`src/hw/rtl/sv39pt_pkg.sv`:
```
// sv39pt_pkg: shared types and constants of the sv39 page table engine
// no dependencies; imported by the store, the walker and the top level

package sv39pt_pkg;

    // sequencer states of the walker
    typedef enum logic [3:0] {
        S_CLEAR,
        S_IDLE,
        S_L1_RD,
        S_L1_CHK,
        S_L2_RD,
        S_L2_CHK,
        S_L3_RD,
        S_L3_CHK,
        S_DONE
    } state_t;

    // result status codes
    typedef enum logic [1:0] {
        STAT_OK     = 2'd0,
        STAT_NOPAGE = 2'd1,
        STAT_BADPTR = 2'd2
    } status_t;

    // function select of an input item
    localparam logic FUNC_MAP    = 1'b0;
    localparam logic FUNC_LOOKUP = 1'b1;

    // pte flag bits
    localparam logic [7:0] PTE_V = 8'h01;
    localparam logic [7:0] PTE_U = 8'h10;

    localparam int VA_W    = 39;
    localparam int PA_W    = 56;
    localparam int SIZE_W  = 31;
    localparam int PERM_W  = 8;
    localparam int PTE_W   = 64;
    localparam int PPN_W   = 44;
    localparam int IDX_W   = 9;
    localparam int CNT_W   = SIZE_W - 12;
    localparam int NFP_W   = 9;

    // one input item
    typedef struct packed {
        logic              func;
        logic [VA_W-1:0]   virt_addr;
        logic [PA_W-1:0]   phys_addr;
        logic [SIZE_W-1:0] size_bytes;
        logic [PERM_W-1:0] perm_bits;
    } request_t;

    // one result item
    typedef struct packed {
        logic [PTE_W-1:0] entry;
        status_t          status;
    } result_t;

    // control of one table store access
    typedef struct packed {
        logic             en;
        logic             we;
        logic [PTE_W-1:0] wdata;
    } mem_req_t;

endpackage

```
`src/hw/rtl/sv39pt_walker.sv`:
```
// sv39pt_walker: sequencer that clears the store, then walks and fills the tables
// drives the table store port; uses sv39pt_pkg

module sv39pt_walker
    import sv39pt_pkg::*;
#(
    parameter int TABLE_PAGES = 16,
    parameter int PW          = 4,
    parameter int AW          = 13
)
(
    input  logic              clk,
    input  logic              rst_n,
    input  logic [PPN_W-1:0]  base_ppn,
    input  logic              in_valid,
    output logic              in_ready,
    input  request_t          in_req,
    output logic              res_valid,
    input  logic              res_ready,
    output result_t           res,
    output mem_req_t          mem_req,
    output logic [AW-1:0]     mem_addr,
    input  logic [PTE_W-1:0]  mem_rdata
);

    localparam int DEPTH = TABLE_PAGES * 512;
    localparam logic [AW-1:0]    LAST_ADDR = AW'(DEPTH - 1);
    localparam logic [NFP_W-1:0] PAGES_N   = NFP_W'(TABLE_PAGES);
    localparam logic [PPN_W-1:0] PAGES_P   = PPN_W'(TABLE_PAGES);

    state_t              state_reg, state_next;
    logic [AW-1:0]       clr_reg, clr_next;
    logic                func_reg, func_next;
    logic [VA_W-1:0]     va_reg, va_next;
    logic [PA_W-1:0]     pa_reg, pa_next;
    logic [PERM_W-1:0]   perm_reg, perm_next;
    logic [CNT_W-1:0]    rem_reg, rem_next;
    logic [PW-1:0]       page_reg, page_next;
    logic [NFP_W-1:0]    nfp_reg, nfp_next;
    logic [PTE_W-1:0]    entry_reg, entry_next;
    status_t             status_reg, status_next;

    logic [SIZE_W-1:0]   size_m1;
    logic [PPN_W:0]      diff;
    logic                rd_valid;
    logic                rd_ok;
    logic [PW-1:0]       rd_page;
    logic [PPN_W:0]      mk_sum;
    logic                mk_ok;
    logic                alloc_ok;
    logic                is_map;
    logic [PTE_W-1:0]    fill_flags;
    logic [PTE_W-1:0]    mk_entry;
    logic [PTE_W-1:0]    leaf_entry;
    logic [AW-1:0]       l1_addr, l2_addr, l3_addr;

    // decode of a stored pointer against the table base
    assign rd_valid = mem_rdata[0];
    assign diff     = {1'b0, mem_rdata[53:10]} - {1'b0, base_ppn};
    assign rd_ok    = !diff[PPN_W] && (diff[PPN_W-1:0] < PAGES_P);
    assign rd_page  = diff[PW-1:0];

    // new pointer from the allocator; it decodes only if base plus page did not wrap
    assign alloc_ok   = nfp_reg < PAGES_N;
    assign mk_sum     = {1'b0, base_ppn} + {{(PPN_W+1-NFP_W){1'b0}}, nfp_reg};
    assign mk_ok      = !mk_sum[PPN_W];
    assign fill_flags = (state_reg == S_L1_CHK) ? {{(PTE_W-PERM_W){1'b0}}, PTE_V}
                      : {{(PTE_W-PERM_W){1'b0}}, perm_reg & (PTE_U | PTE_V)};
    assign mk_entry   = {10'd0, mk_sum[PPN_W-1:0], 10'd0} | fill_flags;
    assign leaf_entry = {10'd0, pa_reg[PA_W-1:12], 2'd0, perm_reg};

    assign is_map  = (func_reg == FUNC_MAP);
    assign size_m1 = in_req.size_bytes - SIZE_W'(1);

    // entry addresses of the three levels
    assign l1_addr = {{PW{1'b0}}, va_reg[38:30]};
    assign l2_addr = {page_reg, va_reg[29:21]};
    assign l3_addr = {page_reg, va_reg[20:12]};

    // next state
    always_comb
    begin
        state_next = state_reg;
        case (state_reg)
            S_CLEAR:
            begin
                if (clr_reg == LAST_ADDR)
                begin
                    state_next = S_IDLE;
                end
            end
            S_IDLE:
            begin
                if (in_valid)
                begin
                    if (in_req.func == FUNC_MAP && in_req.size_bytes == '0)
                    begin
                        state_next = S_DONE;
                    end
                    else
                    begin
                        state_next = S_L1_RD;
                    end
                end
            end
            S_L1_RD:  state_next = S_L1_CHK;
            S_L2_RD:  state_next = S_L2_CHK;
            S_L1_CHK,
            S_L2_CHK:
            begin
                if (rd_valid)
                begin
                    state_next = !rd_ok ? S_DONE
                               : (state_reg == S_L1_CHK) ? S_L2_RD : S_L3_RD;
                end
                else if (!is_map || !alloc_ok || !mk_ok)
                begin
                    state_next = S_DONE;
                end
                else
                begin
                    state_next = (state_reg == S_L1_CHK) ? S_L2_RD : S_L3_RD;
                end
            end
            S_L3_RD:
            begin
                if (!is_map)
                begin
                    state_next = S_L3_CHK;
                end
                else if (rem_reg == '0)
                begin
                    state_next = S_DONE;
                end
                else
                begin
                    state_next = S_L1_RD;
                end
            end
            S_L3_CHK: state_next = S_DONE;
            S_DONE:
            begin
                if (res_ready)
                begin
                    state_next = S_IDLE;
                end
            end
            default:  state_next = S_IDLE;
        endcase
    end

    // store port and handshake outputs
    always_comb
    begin
        mem_req   = '0;
        mem_addr  = l1_addr;
        in_ready  = 1'b0;
        res_valid = 1'b0;
        case (state_reg)
            S_CLEAR:
            begin
                mem_req.en = 1'b1;
                mem_req.we = 1'b1;
                mem_addr   = clr_reg;
            end
            S_IDLE:   in_ready = 1'b1;
            S_L1_RD:  mem_req.en = 1'b1;
            S_L2_RD:
            begin
                mem_req.en = 1'b1;
                mem_addr   = l2_addr;
            end
            S_L1_CHK,
            S_L2_CHK:
            begin
                mem_addr      = (state_reg == S_L1_CHK) ? l1_addr : l2_addr;
                mem_req.wdata = mk_entry;
                if (!rd_valid && is_map && alloc_ok)
                begin
                    mem_req.en = 1'b1;
                    mem_req.we = 1'b1;
                end
            end
            S_L3_RD:
            begin
                mem_req.en    = 1'b1;
                mem_req.we    = is_map;
                mem_req.wdata = leaf_entry;
                mem_addr      = l3_addr;
            end
            S_DONE:   res_valid = 1'b1;
            default:  mem_req = '0;
        endcase
    end

    // item registers
    always_comb
    begin
        clr_next    = clr_reg;
        func_next   = func_reg;
        va_next     = va_reg;
        pa_next     = pa_reg;
        perm_next   = perm_reg;
        rem_next    = rem_reg;
        page_next   = page_reg;
        nfp_next    = nfp_reg;
        entry_next  = entry_reg;
        status_next = status_reg;
        case (state_reg)
            S_CLEAR:  clr_next = clr_reg + AW'(1);
            S_IDLE:
            begin
                if (in_valid)
                begin
                    func_next   = in_req.func;
                    va_next     = in_req.virt_addr;
                    pa_next     = in_req.phys_addr;
                    perm_next   = in_req.perm_bits;
                    rem_next    = size_m1[SIZE_W-1:12];
                    entry_next  = '0;
                    status_next = STAT_OK;
                end
            end
            S_L1_CHK,
            S_L2_CHK:
            begin
                if (rd_valid)
                begin
                    if (rd_ok)
                    begin
                        page_next = rd_page;
                    end
                    else
                    begin
                        status_next = STAT_BADPTR;
                    end
                end
                else if (is_map)
                begin
                    if (!alloc_ok)
                    begin
                        status_next = STAT_NOPAGE;
                    end
                    else
                    begin
                        nfp_next = nfp_reg + NFP_W'(1);
                        if (mk_ok)
                        begin
                            page_next = nfp_reg[PW-1:0];
                        end
                        else
                        begin
                            status_next = STAT_BADPTR;
                        end
                    end
                end
            end
            S_L3_RD:
            begin
                if (is_map && rem_reg != '0)
                begin
                    va_next  = va_reg + VA_W'(4096);
                    pa_next  = pa_reg + PA_W'(4096);
                    rem_next = rem_reg - CNT_W'(1);
                end
            end
            S_L3_CHK: entry_next = mem_rdata;
            default:  clr_next = clr_reg;
        endcase
    end

    // control state
    always_ff @(posedge clk or negedge rst_n)
    begin
        if (!rst_n)
        begin
            state_reg <= S_CLEAR;
            clr_reg   <= '0;
            nfp_reg   <= NFP_W'(1);
        end
        else
        begin
            state_reg <= state_next;
            clr_reg   <= clr_next;
            nfp_reg   <= nfp_next;
        end
    end

    // payload state
    always_ff @(posedge clk)
    begin
        func_reg   <= func_next;
        va_reg     <= va_next;
        pa_reg     <= pa_next;
        perm_reg   <= perm_next;
        rem_reg    <= rem_next;
        page_reg   <= page_next;
        entry_reg  <= entry_next;
        status_reg <= status_next;
    end

    assign res.entry  = entry_reg;
    assign res.status = status_reg;

endmodule

```
`config.mk`:
```
export PLATFORM = sky130hd
export DESIGN_NAME = sv39pt_walker
export DESIGN_NICKNAME = d
export VERILOG_FILES = /design/src/hw/rtl/sv39pt_pkg.sv /design/src/hw/rtl/sv39pt_walker.sv
export SDC_FILE = /design/constraint.sdc
export NUM_CORES = 1
export LEC_CHECK = 0
export ABC_AREA = 1
export ABC_CLOCK_PERIOD_IN_PS = 5600
export BUFFER_PORTS_ARGS = -buffer_cell sky130_fd_sc_hd__buf_2
export CELL_PAD_IN_SITES_DETAIL_PLACEMENT = 1
export CELL_PAD_IN_SITES_GLOBAL_PLACEMENT = 2
export CORE_ASPECT_RATIO = 0.8
export CORE_MARGIN = 1.5
export CORE_UTILIZATION = 30
export DETAILED_ROUTE_END_ITERATION = 8
export PLACE_DENSITY_LB_ADDON = 0.1
export SLEW_MARGIN = 20
export SYNTH_ARGS = -nofsm -noshare
export SYNTH_HDL_FRONTEND = slang
export SYNTH_SLANG_ARGS = --single-unit
```
`constraint.sdc`:
```
create_clock -name clk -period 5.6 [get_ports clk]
set_input_delay 0.56 -clock clk [delete_from_list [all_inputs] [get_ports clk]]
set_output_delay 0.56 -clock clk [all_outputs]
set_load 0.01 [all_outputs]
```
==> flow_summary.ini <==
[worst_setup_path]
reg2regPathDepth = 17
startpoint = state_reg[3]$_DFFE_PN0P_
worstReg2RegStart = nfp_reg[0]$_DFFE_PN1P_
critPathMaxFanout = 23
required_ns = 5.04
r2r_setup_slack_ns = 1.70
critical_path_end_type = output port
worst_ep_arrival_time_ns = 4.17
path_class = flip-flop to output port
critical_path.startpoint_type = flip-flop
r2r-end = status_reg[1]$_SDFFCE_PN0P_

[clock_tree]
clkSinkCount = 195
clkTransAtPathRegs_ns = 0.08
cts_made_buffers = 17
holdBufCountCts = 0
postCtsSetupRepairBufs = 0
htree_num_levels = 4
clk-insertion-delay-late_ns = 0.51
post_cts_resize_count = 0
clock_tree_from_tritoncts = done
cts.path.max_buffers = 2
root_buffer = sky130_fd_sc_hd__clkbuf_16

[sta]
finClkSkew_ns = 0.02112
worst_pin_slew_ns = 0.9407
setup_repair_after_global_routing_missed_its_margin = no
finalSetupViolCount = 0
final_min_period_over_clock_period = 0.8448
fmaxAchievable_ghz = 0.2114
setup_total_negative_slack_ns = 0
hold_viol = 0
setup_slack_ns = 0.8690
max-slew-margin-rel = 0.3675
fin_crit_ns = 4.731
timing_max_transition_violations_final = 0

[synth]
synthesis.yosys.warnings = 0
ys_ff_latch = 195
cell_variety_after_synth = 58
postSynthCellCount = 2334
syn_area_per_cell_um2 = 6.844
syn_area_mm2 = 0.01597
ys.flop_type = sky130_fd_sc_hd__edfxtp_1
synth-edff-count = 169
synth_sequential_area_ratio = 0.3585
share_of_flip_flops_with_an_asynchronous_set_or_reset = 0.1333

[power_and_ir_drop]
power_density_mw_per_mm2 = 262.2
power_leakage_nw = 9.354
max-vdd-ir-drop_v = 0.0001605

[cells_and_area]
diodes = 0
num-fill-cells = 6831
layout-area-overhead-vs-synth_pct = 19.85
drive_above_1_share = 0.1689
largest_reg_flops = 64
finalNetCount = 2982

[detailed_routing]
totalWireLength_mm = 68.82
detail-route-antenna-nets = 0
via_count = 16860
vias_per_cell = 4.986
route.detailed.wl_per_inst_um = 20.35
drc_errors = 0
first_pass_iters = 5
drt_iter0_markers = 1289

[global_route]
groute.usage.overall = 0.2510
grt_pass1_wl_mm = 102.4
grt_antenna_before_repair = 5
grt_overflow = 0
grt_max_degree = 66
first_global_vias = 16840

[die]
dieArea_mm2 = 0.05465
die-width_um = 261.0
initial_utilization = 0.3040
die_h_um = 209.4
core_region_area_mm2 = 0.05255
ios = 394
placementRows = 75

[placement]
io_buffers = 357
place_worst_setup_slack_ns = 1.388
gpl.final_weighted_congestion = 0.9268
detailed_place_hpwl_mm = 57.39

[outcome]
run_status = complete, no violations

[hold_path]
min-delay-path-class = primary input to asynchronous set/reset pin

[flow_run]
max_cap_violations = 0
[critical path, cell delays in order (launching register included)]
cell,delay (ns)
sky130_fd_sc_hd__dfrtp_1,0.43
sky130_fd_sc_hd__nor2_2,0.30
sky130_fd_sc_hd__inv_1,0.15
sky130_fd_sc_hd__nor2_2,0.31
sky130_fd_sc_hd__inv_1,0.12
sky130_fd_sc_hd__nor2_1,0.33
sky130_fd_sc_hd__nor2_2,0.05
sky130_fd_sc_hd__buf_4,0.24
sky130_fd_sc_hd__inv_1,0.68
sky130_fd_sc_hd__buf_4,0.33
sky130_fd_sc_hd__o21ai_0,0.10
sky130_fd_sc_hd__o21ai_0,0.38
sky130_fd_sc_hd__buf_2,0.22
[kinds of logic (layout without fill, tap and decap cells)]
logic type | Yosys count | in the layout | synth area share
AO/OA/AOI/OAI | 299 | 299 | 0.1115
XOR/XNOR | 58 | 58 | 0.03180
adder cells (fa/ha/maj) | 60 | 60 | 0.04794
buffers and inverters | 467 | 810 | 0.1129
flip-flops | 195 | 195 | 0.3585
other | 1 | 12 | 0.0002348
AND/OR/NAND/NOR | 1254 | 1254 | 0.3371
[synthesized netlist by cell type (25+ instances only)]
cell type,n,share of area
sky130_fd_sc_hd__clkbuf_1,40,0.0094
sky130_fd_sc_hd__a21oi_1,86,0.027
sky130_fd_sc_hd__dfrtp_1,25,0.039
sky130_fd_sc_hd__inv_1,409,0.096
sky130_fd_sc_hd__xor2_1,46,0.025
sky130_fd_sc_hd__nand2_1,623,0.15
sky130_fd_sc_hd__nor2_1,322,0.076
sky130_fd_sc_hd__nand4_1,39,0.015
sky130_fd_sc_hd__ha_1,58,0.045
sky130_fd_sc_hd__o21ai_0,104,0.033
sky130_fd_sc_hd__nand3_1,138,0.043
sky130_fd_sc_hd__edfxtp_1,169,0.32
sky130_fd_sc_hd__nor3_1,63,0.020
[where the power goes]
part | internal (mW) | leakage [nW] | switching, mW | total, mW
logic | 0.493 | 7.13 | 1.13 | 1.62
clock network | 0.659 | 0.306 | 0.686 | 1.35
registers | 1.88 | 1.92 | 0.171 | 2.06
[stage by stage]
step	std cells	power (mW)	hold slack, ns	util	cell area, µm²
after detailed placement	3349	3.698	0.3970	0.3524	18520
after CTS	3381	5.069	0.06082	0.3641	19130
after global routing	3381	5.307	0.08465	0.3643	19140
after floorplan	2345	2.993	0.2644	-	16010
after global placement	3349	3.664	0.3923	0.3524	18520
final	3381	5.020	0.06525	0.3643	19140
[final cells by class]
type                    count  area, µm²  area share
flip-flops and latches    195       5727      0.2991
clock inverters            12      127.6    0.006667
multi-input cells        1683       8522      0.4452
inverters                 410       1541     0.08052
well taps                 693      867.1     0.04529
repair buffers            368       1869     0.09765
clock buffers              20      489.2     0.02556
[routing by layer]
layer | part of all wire | global-route usage | up-vias
met1 | 0.51 | 0.3847 | 8098
met5 | 0.00020 | 0 | -
met2 | 0.42 | 0.3672 | 459
li1 | - | - | 8269
met3 | 0.060 | 0.04058 | 31
met4 | 0.0099 | 0.05014 | 2
[cell usage in the layout (no fill, tap or decap), types with 10 or more instances in the layout]
cell type	count
sky130_fd_sc_hd__a21oi_1	86
sky130_fd_sc_hd__a31oi_1	12
sky130_fd_sc_hd__buf_2	357
sky130_fd_sc_hd__buf_4	11
sky130_fd_sc_hd__clkbuf_16	19
sky130_fd_sc_hd__conb_1	12
sky130_fd_sc_hd__dfrtp_1	25
sky130_fd_sc_hd__edfxtp_1	169
sky130_fd_sc_hd__ha_1	58
sky130_fd_sc_hd__inv_1	408
sky130_fd_sc_hd__nand2_1	621
sky130_fd_sc_hd__nand3_1	137
sky130_fd_sc_hd__nand4_1	39
sky130_fd_sc_hd__nor2_1	320
sky130_fd_sc_hd__nor2_2	12
sky130_fd_sc_hd__nor3_1	62
sky130_fd_sc_hd__nor4_1	12
sky130_fd_sc_hd__o211ai_1	16
sky130_fd_sc_hd__o21ai_0	104
sky130_fd_sc_hd__o22ai_1	16
sky130_fd_sc_hd__o31ai_1	10
sky130_fd_sc_hd__xnor2_1	12
sky130_fd_sc_hd__xor2_1	46
[worst max-delay path by stage]
stage / endpoint / cells past startpoint
global placement: page_reg[0]$_DFFE_PP_ / 18
finish: mem_req[14] / 12
CTS: mem_req[14] / 12
detailed placement: page_reg[0]$_DFFE_PP_ / 19
global route: mem_req[19] / 11
floorplan: pa_reg[12]$_DFFE_PP_ / 7
Power figures use the tool's default switching activity.
